<file path="src/design/omdm_pkg.sv">
// Shared types, constants and lookup functions for the omni drive motor mixer.
package omdm_pkg;

  localparam int MAX_MOTORS  = 4;
  localparam int ANGLE_STEPS = 360;
  localparam int MOTOR_IDX_W = 2;

  localparam int CMDQ_DEPTH = 8;
  localparam int CMDQ_AW    = $clog2(CMDQ_DEPTH);
  localparam int OUTQ_DEPTH = 8;
  localparam int OUTQ_AW    = $clog2(OUTQ_DEPTH);

  localparam logic [2:0] REG_MAX_PWM     = 3'd0;
  localparam logic [2:0] REG_MOTOR_COUNT = 3'd1;
  localparam logic [2:0] REG_ANGLE0      = 3'd2;
  localparam logic [2:0] REG_ANGLE1      = 3'd3;
  localparam logic [2:0] REG_ANGLE2      = 3'd4;
  localparam logic [2:0] REG_ANGLE3      = 3'd5;

  // Reciprocal constants for truncating division of bounded unsigned values.
  localparam int DIV5_SHIFT    = 20;
  localparam logic [17:0] DIV5_MUL = 18'((64'd1 << DIV5_SHIFT) / 5 + 1);
  localparam int DIV100_SHIFT  = 24;
  localparam logic [17:0] DIV100_MUL = 18'((64'd1 << DIV100_SHIFT) / 100 + 1);
  localparam int DIV100K_SHIFT = 45;
  localparam logic [28:0] DIV100K_MUL = 29'((64'd1 << DIV100K_SHIFT) / 100000 + 1);
  localparam int DIV20K_SHIFT  = 41;
  localparam logic [26:0] DIV20K_MUL = 27'((64'd1 << DIV20K_SHIFT) / 20000 + 1);

  localparam logic [13:0] QSINE [0:90] = '{
    14'd0,    14'd175,  14'd349,  14'd523,  14'd698,  14'd872,  14'd1045, 14'd1219,
    14'd1392, 14'd1564, 14'd1736, 14'd1908, 14'd2079, 14'd2250, 14'd2419, 14'd2588,
    14'd2756, 14'd2924, 14'd3090, 14'd3256, 14'd3420, 14'd3584, 14'd3746, 14'd3907,
    14'd4067, 14'd4226, 14'd4384, 14'd4540, 14'd4695, 14'd4848, 14'd5000, 14'd5150,
    14'd5299, 14'd5446, 14'd5592, 14'd5736, 14'd5878, 14'd6018, 14'd6157, 14'd6293,
    14'd6428, 14'd6561, 14'd6691, 14'd6820, 14'd6947, 14'd7071, 14'd7193, 14'd7314,
    14'd7431, 14'd7547, 14'd7660, 14'd7771, 14'd7880, 14'd7986, 14'd8090, 14'd8192,
    14'd8290, 14'd8387, 14'd8480, 14'd8572, 14'd8660, 14'd8746, 14'd8829, 14'd8910,
    14'd8988, 14'd9063, 14'd9135, 14'd9205, 14'd9272, 14'd9336, 14'd9397, 14'd9455,
    14'd9511, 14'd9563, 14'd9613, 14'd9659, 14'd9703, 14'd9744, 14'd9781, 14'd9816,
    14'd9848, 14'd9877, 14'd9903, 14'd9925, 14'd9945, 14'd9962, 14'd9976, 14'd9986,
    14'd9994, 14'd9998, 14'd10000
  };

  typedef struct packed {
    logic [8:0]        heading;
    logic [6:0]        speed_percent;
    logic signed [7:0] rotation_percent;
  } in_item_t;

  typedef struct packed {
    logic [MOTOR_IDX_W-1:0] motor_index;
    logic signed [11:0]     drive_value;
    logic                   forward_pin;
    logic                   backward_pin;
    logic [10:0]            duty;
    logic                   last_motor;
  } out_item_t;

  typedef struct packed {
    logic [9:0]                  max_pwm;
    logic [2:0]                  motor_count;
    logic [MAX_MOTORS-1:0][8:0]  angle;
  } cfg_t;

  localparam cfg_t CFG_RESET = '{
    max_pwm:     10'd255,
    motor_count: 3'd4,
    angle:       {9'd315, 9'd225, 9'd135, 9'd45}
  };

  typedef struct packed {
    logic signed [12:0] vx;
    logic signed [12:0] vy;
    logic signed [11:0] rot;
  } cmd_t;

  typedef struct packed {
    logic             empty;
    logic [CMDQ_AW:0] level;
  } cmdq_status_t;

  typedef struct packed {
    logic        neg;
    logic [13:0] mag;
  } sine_sm_t;

  function automatic logic [8:0] angle_wrap(input logic [10:0] x);
    logic [10:0] r;
    if (x >= 11'(2 * ANGLE_STEPS)) begin
      r = x - 11'(2 * ANGLE_STEPS);
    end else if (x >= 11'(ANGLE_STEPS)) begin
      r = x - 11'(ANGLE_STEPS);
    end else begin
      r = x;
    end
    return r[8:0];
  endfunction

  function automatic sine_sm_t sine_sm(input logic [8:0] d);
    sine_sm_t    r;
    logic [8:0]  k;
    r.neg = 1'b0;
    if (d <= 9'd90) begin
      k = d;
    end else if (d <= 9'd180) begin
      k = 9'd180 - d;
    end else if (d <= 9'd270) begin
      k = d - 9'd180;
      r.neg = 1'b1;
    end else begin
      k = 9'd360 - d;
      r.neg = 1'b1;
    end
    r.mag = QSINE[k[6:0]];
    return r;
  endfunction

  function automatic logic signed [14:0] sine_signed(input sine_sm_t s);
    logic signed [14:0] m;
    m = $signed({1'b0, s.mag});
    return s.neg ? -m : m;
  endfunction

endpackage

</file>
<file path="src/design/omdm_cmd_queue.sv">
// Command queue that decouples the front end from the per-motor back end.
module omdm_cmd_queue (
  input  logic                   clk,
  input  logic                   rst_n,
  input  logic                   wr,
  input  omdm_pkg::cmd_t         wdata,
  input  logic                   rd,
  output omdm_pkg::cmd_t         head,
  output omdm_pkg::cmdq_status_t status
);
  import omdm_pkg::*;

  cmd_t               mem_r [CMDQ_DEPTH];
  logic [CMDQ_AW-1:0] wptr_r, rptr_r;
  logic [CMDQ_AW:0]   level_r, level_nxt;

  always_comb begin
    level_nxt = level_r;
    if (wr && !rd) begin
      level_nxt = level_r + 1'b1;
    end else if (rd && !wr) begin
      level_nxt = level_r - 1'b1;
    end
  end

  always_ff @(posedge clk) begin
    if (!rst_n) begin
      wptr_r  <= '0;
      rptr_r  <= '0;
      level_r <= '0;
    end else begin
      if (wr) begin
        wptr_r <= wptr_r + 1'b1;
      end
      if (rd) begin
        rptr_r <= rptr_r + 1'b1;
      end
      level_r <= level_nxt;
    end
  end

  always_ff @(posedge clk) begin
    if (wr) begin
      mem_r[wptr_r] <= wdata;
    end
  end

  assign head         = mem_r[rptr_r];
  assign status.empty = (level_r == '0);
  assign status.level = level_r;

endmodule

</file>
<file path="config.mk">
export PLATFORM = sky130hd
export DESIGN_NAME = omdm_cmd_queue
export DESIGN_NICKNAME = d
export VERILOG_FILES = /design/src/design/omdm_pkg.sv /design/src/design/omdm_cmd_queue.sv
export SDC_FILE = /design/constraint.sdc
export NUM_CORES = 1
export LEC_CHECK = 0
export BUFFER_PORTS_ARGS = -buffer_cell sky130_fd_sc_hd__buf_2
export CORE_ASPECT_RATIO = 0.5
export CORE_MARGIN = 2
export CORE_UTILIZATION = 59
export CTS_CLUSTER_SIZE = 40
export DETAILED_ROUTE_END_ITERATION = 7
export PLACE_DENSITY = 0.78
export SYNTH_ARGS = -nofsm -noshare
export SYNTH_HDL_FRONTEND = slang
export SYNTH_SLANG_ARGS = --single-unit
</file>
<file path="constraint.sdc">
create_clock -name clk -period 5.8 [get_ports clk]
set_input_delay 0.87 -clock clk [delete_from_list [all_inputs] [get_ports clk]]
set_output_delay 0.87 -clock clk [all_outputs]
set_load 0.01 [all_outputs]
</file>
# ---- Word level (Yosys, flattened, before mapping)
# Memories as Yosys holds them, arrays and structs flattened. A register that Yosys moved wholly into a read port is not among the register bits.
# Cells that the tools add are included.
dict set report classes {
  muxes 6
  n_addsub 4
  reduce_logical 6
}
# operator n
set ops {}
lappend ops {{$mux 4} 2}
lappend ops {{$add 3x1->3 const B} 2}
lappend ops {{$mux 3} 2}
lappend ops {{$add 4x1->4 const B} 1}
lappend ops {{$logic_not 4->1} 1}
lappend ops {{$sub 4x1->4 const B} 1}
lappend ops {{$logic_and 1x1->1} 2}
lappend ops {{$logic_not 1->1} 2}
lappend ops {{$mux 1} 2}
lappend ops {{$reduce_bool 2->1} 1}
dict set report totals {
  ff_bits 10
  memories 1
  elab_cells 20
  ramBits 304
  output_inout_bits 43
}
# memory words width rd rd_clocked_by_memory_dff write_ports line
set mem_list {}
lappend mem_list {mem_r 8 38 1 1 1 omdm_cmd_queue.sv:13} ;# cmd_t mem_r [CMDQ_DEPTH];

# ---- Logic depth before layout (Yosys ltp)
# Gate-level depths: netlist of the first run.
dict set report logic_depth {
  depth_word 4
  ltp_mapped 8
}

# ---- Worst setup path after synthesis of the first run
# Ideal clock, no wire load.
dict set report synth_timing {
  kind {input -> register}
  startpoint {in wr}
  endpoint {mem mem_r[0][0] (netlist name) (enable)}
  path_slack_ns 1.747
  n_path_buf 0
  arrival_time_ns 3.573
  stages 2
  cell_sequence {nand2b_1 -> nor3_1}
}
dict set report synth_between {
  elab_chain_cells 2
}
# item line
set synth_rtl {}
lappend synth_rtl {{start: declaration} omdm_cmd_queue.sv:5} ;# input logic wr,
lappend synth_rtl {{$mux 1} omdm_cmd_queue.sv:43} ;# if (wr) begin
lappend synth_rtl {{$mux 1 (not written as such)} omdm_cmd_queue.sv:44} ;# mem_r[wptr_r] <= wdata;
lappend synth_rtl {{end: declaration} omdm_cmd_queue.sv:13}
# Every way passes these cells.

==> flow_metrics.py, run 1 <==
metrics = {
    "sta": {
        "worst_slew_pin_slew_ns": 1.15,
        "setup-tns-final_ns": 0,
        "slew_violations": 0,
        "final.period_utilization_pct": 66.5,
        "finalHoldViolCount": 0,
        "rsz0062_at_grt": "false",
        "period_needed_ns": 3.86,
        "final-setup-viol-count": 0,
        "slew_headroom_pct": 23.0,
        "fin_skew_ns": 0.0121,
        "fmax_mhz": 259,
    },
    "drt": {
        "avgViaCountPerCell": 6.08,
        "firstDrtPassIters": 5,
        "wirelength_um": 22000,
        "wl_per_cell_um": 24.6,
        "num_vias": 5433,
        "remaining_drc_errors": 0,
        "drt_iter0_markers": 510,
        "postRouteAntennaNets": 0,
    },
    "cells_and_area": {
        "final_cells": 894,
        "areaGrowthSynthToFinish_pct": 13.2,
        "antennaDiodeCount": 0,
        "drive_gt1_share_pct": 40.9,
        "most-common-layout-cells": "edfxtp_1 (304), buf_2 (84), mux4_2 (76)",
        "nFillCells": 1171,
        "fin_nets": 656,
        "final_common_cell": "edfxtp_1",
    },
    "power": {
        "intPower_mw": 3.68,
        "p_clk_share_pct": 35.7,
        "p_leak_nw": 4.38,
        "power_frac_comb_pct": 8.3,
        "swShare_pct": 21.8,
        "p_seq_share_pct": 56.0,
        "p_sw_mw": 1.02,
        "ir_worst_vdd_mv": 0.175,
        "power.density_nw_per_um2": 346,
    },
    "yosys": {
        "ys_types": 26,
        "synth_area_sq_um": 12000,
        "yosysWarnings": 0,
        "yosys-top-cells-area": "edfxtp_1 (76%), mux4_2 (14%), mux2_2 (3.6%)",
        "synth_top_area_share_pct": 75.9,
        "syn_nets": 555,
        "yosys.area.top_type": "edfxtp_1",
        "syn_inst": 507,
        "postSynthAreaPerCell_sq_um": 23.7,
        "synth_seq_cells": 317,
        "ys_seq_area_share_pct": 78.1,
    },
    "critical_path": {
        "cp.arrival_ns": 2.99,
        "required_ns": 4.93,
        "critPathKind": "reg2out",
        "end_kind": "output port",
        "start_kind": "flop",
        "cp_max_fo": 44,
    },
    "placed_design": {
        "place_congestion": 0.714,
        "dp_hpwl_um": 11800,
        "numPlacedInstances": 845,
        "port_buffers": 84,
    },
    "clock_tree": {
        "cts_setup_buffers": 0,
        "path_clk_slew_ns": 0.06,
        "post_cts_resized": 0,
        "cts_buffers": 27,
        "clockRootBuffer": "clkbuf_16",
        "clk_path_buf_depth": 3,
        "htree_levels": 1,
        "cts_tree": "yes",
        "insertion_delay_ns": 0.52,
        "cts_sinks": 317,
        "holdBufCountCts": 0,
    },
    "global_route": {
        "antenna_found_initial": 1,
        "track_usage_pct": 21.1,
        "grt-ovfl-total": 0,
        "grt_pass1_vias": 5685,
        "grt_max_degree": 77,
        "grt_pass1_wl_um": 33300,
    },
    "worst_hold_path": {
        "min_path_type": "reg2reg",
    },
    "flow_run": {
        "maxCapViolCount": 0,
    },
    "floorplan": {
        "die_h_um": 105,
        "dieArea_sq_um": 21600,
        "io_pins": 85,
        "rows": 36,
        "fp.coreArea_sq_um": 19700,
        "dieWidth_um": 206,
        "start_util_pct": 61.0,
    },
    "outcome": {
        "status": "complete, no violations",
    },
}
[power groups by stage]
| stage | Sequential [mW] | Combinational (mW) | Clock [mW] |
|---|---|---|---|
| 2_1_floorplan | 2.65 | 0.284 | 0 |
| 3_3_place_gp | 2.68 | 0.383 | 0 |
| 3_5_place_dp | 2.68 | 0.392 | 0 |
| 4_1_cts | 2.64 | 0.398 | 1.71 |
| 5_1_grt | 2.64 | 0.425 | 1.79 |
| 6_report | 2.63 | 0.392 | 1.68 |
[worst paths after layout]
path,to,slack [ns],start,depth (start not counted)
min,level_r[3]$_SDFFE_PN0P_,0.50,level_r[3]$_SDFFE_PN0P_,2
max reg2reg,mem_r[4][31]$_DFFE_PP_,3.33,wptr_r[2]$_SDFFE_PN0P_,3
max,head[34],1.94,flop,4
min reg2reg,level_r[3]$_SDFFE_PN0P_,0.50,level_r[3]$_SDFFE_PN0P_,2
[worst max-delay path, cell delays in order, from the launching register on]
cell     delay, ns
dfxtp_4       0.94
buf_4         0.51
mux4_2        0.57
mux2_2        0.29
buf_2         0.15
[registers in the layout, summed over array words and instances (netlist names), named ones only]
| name | flops |
|---|---|
| mem_r | 304 |
| rptr_r | 3 |
| level_r | 4 |
| wptr_r | 3 |
[cell usage after synthesis]
| master | number |
|---|---|
| fa_1 | 1 |
| ha_1 | 5 |
| dfxtp_1 | 13 |
| nor2b_1 | 3 |
| mux2i_1 | 4 |
| xnor2_1 | 4 |
| nor2_1 | 7 |
| a21oi_1 | 1 |
| o21ai_0 | 1 |
| mux4_2 | 76 |
| nor3_1 | 2 |
| and2_1 | 7 |
| nor4_1 | 1 |
| nand2b_1 | 4 |
| buf_2 | 7 |
| inv_1 | 2 |
| edfxtp_1 | 304 |
| nand2_1 | 6 |
| buf_6 | 5 |
| xor2_1 | 2 |
| buf_1 | 2 |
| a31oi_1 | 1 |
| nand3_1 | 1 |
| a211oi_1 | 1 |
| mux2_2 | 38 |
| clkbuf_1 | 9 |
[cell type report]
cell class	count	area, sq um	area share [%]
multi-input combinational	165	2550	18.7
timing repair buffer	95	503	3.70
clock buffer	30	687	5.05
tap	266	333	2.45
clock inverter	19	129	0.947
inverter	2	7.51	0.0552
sequential	317	9400	69.1
[logic make-up after synthesis]
kind of cell    Yosys count  synth area share [%]
simple gates             31                  1.31
xor+xnor                  6                 0.437
compound gates            4                 0.198
flops                   317                  78.1
buf+inv                  25                  1.17
fa+ha+maj                 6                 0.687
mux                     118                  18.1
[layer usage]
layer	up-vias	track usage, %	routed length [um]
met3	35	4.43	1530
met4	0	5.41	361
met5	-	0	0
met1	2875	29.9	9150
li1	2329	-	-
met2	194	34.3	11000
[per-stage QoR]
stage / utilization, % / setup WS [ns] / total power, mW / cell area [sq um] / hold WS, ns
floorplan: - / 1.75 / 2.93 / 12000 / 0.501
global placement: 64.8 / 2.43 / 3.06 / 12800 / 0.472
detailed placement: 64.8 / 2.41 / 3.08 / 12800 / 0.485
CTS: 69.0 / 1.84 / 4.74 / 13600 / 0.495
global route: 69.0 / 1.69 / 4.86 / 13600 / 0.515
finish: 69.0 / 1.94 / 4.70 / 13600 / 0.495
Power figures use the tool's default switching activity.
==> run 2, diff against run 1 <==
--- a/config.mk
+++ b/config.mk
@@ -5,13 +5,14 @@
 export SDC_FILE = /design/constraint.sdc
 export NUM_CORES = 1
 export LEC_CHECK = 0
+export ABC_AREA = 1
 export BUFFER_PORTS_ARGS = -buffer_cell sky130_fd_sc_hd__buf_2
 export CORE_ASPECT_RATIO = 0.5
 export CORE_MARGIN = 2
-export CORE_UTILIZATION = 59
+export CORE_UTILIZATION = 54
 export CTS_CLUSTER_SIZE = 40
 export DETAILED_ROUTE_END_ITERATION = 7
-export PLACE_DENSITY = 0.78
+export PLACE_DENSITY = 0.75
 export SYNTH_ARGS = -nofsm -noshare
 export SYNTH_HDL_FRONTEND = slang
 export SYNTH_SLANG_ARGS = --single-unit
==> constraint.sdc (replaced) <==
create_clock -name clk -period 3.1 [get_ports clk]
set_input_delay 0.465 -clock clk [delete_from_list [all_inputs] [get_ports clk]]
set_output_delay 0.465 -clock clk [all_outputs]
set_load 0.01 [all_outputs]
==> run 2 against run 1 <==
  * Sequential power increased by 84%
  * Hold slack got worse by 0.30 ns
  * Utilization decreased by 6.5 points
  * Cell count increased by 68%
  * First-iteration DRC count increased by 48%
  * Worst setup slack got worse by 1.6 ns
  * Design area increased by 5.6%
  * Clock power increased by 98%
  * Count of clock-buffer cells in the layout increased by 11
  * Via count increased by 50%
  * Non-clock buffer count increased by 8
  * Critical endpoint is now head[13]
==> flow_metrics.py, run 2 <==
metrics = {
    "worst_hold_path": {
        "min_path_type": "in2reg",
        "hold_depth": 1,
        "hold_start": "wdata[4]",
        "holdPathEnd": "mem_r[7][4]$_DFFE_PP_",
    },
    "floorplan": {
        "dieWidth_um": 221,
        "dieArea_sq_um": 24900,
        "io_pins": 85,
        "fp.coreArea_sq_um": 23000,
        "start_util_pct": 55.4,
        "die_h_um": 113,
        "rows": 39,
    },
    "cells_and_area": {
        "regMostFlops": "mem_r",
        "most-common-layout-cells": "nor2_1 (315), edfxtp_1 (304), nand2_1 (206)",
        "reg.largest.list": "mem_r (304), level_r (4)",
        "drive_gt1_share_pct": 12.8,
        "final_common_cell": "nor2_1",
        "areaGrowthSynthToFinish_pct": 12.8,
        "largest_register_ffs": 304,
        "fin_nets": 1218,
    },
    "placed_design": {
        "place_congestion": 0.735,
        "dp_hpwl_um": 14400,
        "port_buffers": 84,
    },
    "critical_path": {
        "crit_slowest_cell": "buf_12",
        "path_delay_family": "buffers and inverters",
        "critPathKind": "reg2out",
        "reg2reg_depth": 3,
        "r2r_slack_ns": 1.16,
        "slowest_delay_ns": 0.42,
        "regToRegEndpoint": "mem_r[3][33]$_DFFE_PP_",
        "required_ns": 2.63,
        "cp_max_fo": 152,
        "cp_num_buf_inv": 2,
        "cpMostUsedCell": "nand2_1",
        "reg2reg_from": "wptr_r[0]$_SDFFE_PN0P_",
        "crit_chain": "buf_12 > nor2_1 > nor2_1 > o21ai_0 > nand2_1 > nand2_1 > nand2_1 > buf_2",
        "start_kind": "flop",
        "end_kind": "output port",
        "cp.arrival_ns": 2.33,
    },
    "yosys": {
        "yosysMostFrequentCell": "nor2_1",
        "synth_top_area_share_pct": 71.7,
        "syn_nets": 1143,
        "yosys-top-cells-area": "edfxtp_1 (72%), nor2_1 (9.5%), nand2_1 (6.1%)",
        "ys_types": 22,
        "synth_common_cells": "nor2_1 (323), edfxtp_1 (304), nand2_1 (206), o21ai_1 (109), o21ai_0 (48)",
        "yosys.area.top_type": "edfxtp_1",
        "ys.flop_type": "edfxtp_1",
        "yosysWarnings": 0,
        "postSynthAreaPerCell_sq_um": 11.6,
        "ys_async_sr_fraction_pct": 0,
        "synth_area_sq_um": 12700,
        "syn_inst": 1095,
        "synth_seq_cells": 317,
        "ys_seq_area_share_pct": 73.7,
        "synth_edf_count": 304,
    },
    "global_route": {
        "use_met1_pct": 30.3,
        "grt_use_met2_pct": 36.6,
        "grt.busiest_layer": "met2",
        "grt_max_degree": 153,
        "grt_pass1_wl_um": 42800,
        "use_met3_pct": 3.32,
        "antenna_found_initial": 2,
        "grt-ovfl-total": 0,
        "grt_pass1_vias": 8116,
        "track_usage_pct": 21.8,
    },
    "clock_tree": {
        "htree_levels": 1,
        "clk_path_buf_depth": 3,
        "cts_sinks": 317,
        "insertion_delay_ns": 0.54,
        "cts_tree": "yes",
        "holdBufCountCts": 0,
        "cts_buffers": 28,
        "clockRootBuffer": "clkbuf_16",
        "post_cts_resized": 0,
        "path_clk_slew_ns": 0.07,
        "cts_setup_buffers": 0,
    },
    "drt": {
        "postRouteAntennaNets": 0,
        "wirelength_um": 27000,
        "wl_per_cell_um": 18.0,
        "firstDrtPassIters": 5,
        "remaining_drc_errors": 0,
        "drt_iter0_markers": 755,
        "num_vias": 8127,
        "avgViaCountPerCell": 5.42,
    },
    "power": {
        "power.density_nw_per_um2": 638,
        "p_clk_share_pct": 36.2,
        "intPower_mw": 6.98,
        "ir_worst_vdd_mv": 0.416,
        "p_leak_nw": 5.33,
        "p_sw_mw": 2.19,
        "p_seq_share_pct": 52.8,
        "power_frac_comb_pct": 11.0,
        "swShare_pct": 23.9,
    },
    "sta": {
        "slew_headroom_pct": 34.6,
        "final.period_utilization_pct": 90.2,
        "fin_skew_ns": 0.0151,
        "worst_slew_pin_slew_ns": 0.981,
        "fmax_mhz": 358,
        "slew_violations": 0,
        "final-setup-viol-count": 0,
        "finalHoldViolCount": 0,
        "setup-tns-final_ns": 0,
        "hold_slack_ns": 0.195,
        "period_needed_ns": 2.80,
        "rsz0062_at_grt": "false",
    },
    "outcome": {
        "status": "complete, no violations",
    },
    "flow_run": {
        "maxCapViolCount": 0,
    },
}
-- run 2: stage by stage --
stage	instance area (sq um)	setup slack, ns	cells	utilization, %	total power [mW]
after detailed placement	13500	0.937	1447	58.7	5.94
after CTS	14400	0.328	1498	62.5	9.21
after floorplan	12700	0.230	1095	-	5.59
after global placement	13500	0.945	1447	58.7	5.90
final	14400	0.304	1499	62.5	9.17
after global routing	14400	0.193	1499	62.5	9.49
-- run 2: how the worst max path moves through the flow --
stage / from / to / slack, ns / cells past startpoint
2_1_floorplan: wr / mem_r[0][0]$_DFFE_PP_ / 0.23 / 3
3_3_place_gp: flop / head[37] / 0.94 / 7
3_5_place_dp: flop / head[0] / 0.94 / 7
4_1_cts: flop / head[25] / 0.33 / 8
5_1_grt: flop / head[25] / 0.19 / 8
6_report: flop / head[13] / 0.30 / 8
-- run 2: cells by family after synthesis --
kind of cell,share of synthesized area (%)
compound gates,6.37
xor+xnor,0.206
fa+ha+maj,0.649
buf+inv,3.18
flops,73.7
simple gates,15.9
-- run 2: area by class of cell --
class | instances | area, sq um
inverters | 14 | 55.1
flip-flops and latches | 317 | 9400
fillers | 1687 | 8610
clock buffers | 41 | 791
diodes | 1 | 2.50
multi-input cells | 706 | 3000
clock inverters | 10 | 78.8
well taps | 307 | 384
repair buffers | 103 | 663
-- run 2: power groups by stage --
stage	Combinational, mW	Sequential [mW]	Clock (mW)
2_1_floorplan	0.663	4.93	0
3_3_place_gp	0.977	4.93	0
3_5_place_dp	1.01	4.93	0
4_1_cts	1.02	4.84	3.36
5_1_grt	1.14	4.84	3.51
6_report	1.01	4.84	3.32
-- run 2: routing by layer --
metal / share of wire, % / up-vias
met4: 1.7 / 2
met5: 0.048 / -
met2: 49 / 254
met1: 43 / 3949
li1: - / 3883
met3: 6.2 / 39
==> run 3, diff against run 2 <==
--- a/config.mk
+++ b/config.mk
@@ -7,9 +7,11 @@
 export LEC_CHECK = 0
 export ABC_AREA = 1
 export BUFFER_PORTS_ARGS = -buffer_cell sky130_fd_sc_hd__buf_2
+export CELL_PAD_IN_SITES_DETAIL_PLACEMENT = 0
+export CELL_PAD_IN_SITES_GLOBAL_PLACEMENT = 1
 export CORE_ASPECT_RATIO = 0.5
 export CORE_MARGIN = 2
-export CORE_UTILIZATION = 54
+export CORE_UTILIZATION = 44
 export CTS_CLUSTER_SIZE = 40
 export DETAILED_ROUTE_END_ITERATION = 7
 export PLACE_DENSITY = 0.75
==> run 3 against run 2 <==
  * Sequential share of layout area is 0.062 points lower
  * Utilization is 11 points lower
  * Maximum frequency increased by 2.5%
  * Wire length is 2.1% higher
  * Die area rose by 22%
  * Non-clock buffer count did not move
  * Largest power group unchanged
  * Critical path depth down 1
  * Total power is 0.98% lower
  * Via count shrank 2.5%
  * Critical path type unchanged
  * Critical endpoint is now head[37]
  * Global-route usage decreased by 3.5 points
  * Count of clock-buffer cells in the layout down 9
  * Worst setup slack improved by 0.069 ns
==> flow_metrics.py, run 3 (synthesis results as in run 2) <==
metrics = {
    "clock_tree": {
        "cts_tree": "yes",
        "holdBufCountCts": 0,
        "post_cts_resized": 0,
        "insertion_delay_ns": 0.54,
        "clk_path_buf_depth": 3,
        "cts_setup_buffers": 0,
        "cts_buffers": 29,
        "cts_sinks": 317,
        "path_clk_slew_ns": 0.07,
        "htree_levels": 1,
        "clockRootBuffer": "clkbuf_16",
    },
    "drt": {
        "postRouteAntennaNets": 0,
        "num_vias": 7927,
        "avgViaCountPerCell": 5.03,
        "wirelength_um": 27500,
        "wl_per_cell_um": 17.5,
        "firstDrtPassIters": 4,
        "remaining_drc_errors": 0,
        "drt_iter0_markers": 547,
    },
    "cells_and_area": {
        "regMostFlops": "mem_r",
        "reg.largest.list": "mem_r (304), level_r (4)",
        "areaGrowthSynthToFinish_pct": 13.0,
        "drive_gt1_share_pct": 13.6,
        "seq_area_sq_um": 9400,
        "nFillCells": 2404,
        "fin_nets": 1219,
        "multi_input_area_sq_um": 3000,
        "most-common-layout-cells": "nor2_1 (315), edfxtp_1 (304), nand2_1 (206)",
        "largest_register_ffs": 304,
        "final_common_cell": "nor2_1",
    },
    "outcome": {
        "status": "complete, no violations",
    },
    "worst_hold_path": {
        "hold_start": "wdata[18]",
        "hold_depth": 1,
        "min_path_type": "in2reg",
    },
    "global_route": {
        "track_usage_pct": 18.3,
        "grt_pass1_vias": 7890,
        "antenna_found_initial": 3,
        "grt_pass1_wl_um": 43600,
        "grt_max_degree": 153,
        "grt-ovfl-total": 0,
    },
    "sta": {
        "hold_slack_ns": 0.192,
        "finalHoldViolCount": 0,
        "final-setup-viol-count": 0,
        "fin_skew_ns": 0.0119,
        "setup-tns-final_ns": 0,
        "period_needed_ns": 2.73,
        "slew_violations": 0,
        "slew_headroom_pct": 32.1,
        "worst_slew_pin_slew_ns": 1.02,
        "rsz0062_at_grt": "false",
        "final.period_utilization_pct": 88.0,
        "fmax_mhz": 367,
    },
    "placed_design": {
        "place_congestion": 0.709,
        "dp_hpwl_um": 14400,
        "port_buffers": 84,
    },
    "power": {
        "power.density_nw_per_um2": 631,
        "p_leak_nw": 5.31,
        "ir_worst_vdd_mv": 0.354,
        "p_total_mw": 9.08,
    },
    "critical_path": {
        "r2r_slack_ns": 1.28,
        "start_kind": "flop",
        "reg2reg_depth": 3,
        "critPathKind": "reg2out",
        "end_kind": "output port",
        "reg2reg_from": "wptr_r[0]$_SDFFE_PN0P_",
        "cp_num_buf_inv": 2,
        "path_delay_family": "buffers and inverters",
        "cp.arrival_ns": 2.26,
        "crit_chain": "buf_4 > nor2_1 > o21ai_1 > nand2_1 > nand2_1 > nand2_1 > buf_2",
        "cpMostUsedCell": "nand2_1",
        "crit_cells": 7,
        "cp_max_fo": 76,
        "crit_slowest_cell": "buf_4",
        "required_ns": 2.63,
        "slowest_delay_ns": 0.71,
    },
    "floorplan": {
        "dieArea_sq_um": 30400,
        "dieWidth_um": 245,
        "fp.coreArea_sq_um": 28100,
        "rows": 43,
        "start_util_pct": 45.3,
        "die_h_um": 124,
        "io_pins": 85,
    },
    "flow_run": {
        "maxCapViolCount": 0,
    },
}
[run 3: stage by stage]
step                utilization, %  instance area (sq um)  worst slack, ns  std cells
floorplan                        -                  12700            0.230       1095
global placement              48.2                  13500            0.895       1522
detailed placement            48.2                  13500            0.903       1522
CTS                           51.2                  14400            0.320       1575
global route                  51.2                  14400            0.171       1577
finish                        51.2                  14400            0.373       1577
[run 3: cell type report]
type                    count  area share [%]
diodes                      2          0.0348
clock buffers              32            5.12
clock inverters            21           0.783
inverters                  14           0.383
multi-input cells         706            20.9
flip-flops and latches    317            65.3
well taps                 382            3.32
repair buffers            103            4.18
[run 3: final timing paths]
kind,end
max,head[37]
min reg2reg,wptr_r[0]$_SDFFE_PN0P_
max reg2reg,mem_r[2][30]$_DFFE_PP_
min,mem_r[5][18]$_DFFE_PP_
[run 3: per-layer routing]
layer	share of wire, %	vias up	track usage [%]
li1	-	3888	-
met1	46	3864	25.1
met2	49	143	30.8
met3	4.3	30	3.36
met4	1.2	2	3.44
met5	0.047	-	0
[run 3: power by group]
part	leakage [nW]	switching [mW]	internal, mW
clock network	0.408	1.53	1.72
logic	2.03	0.670	0.321
registers	2.87	0.0362	4.80
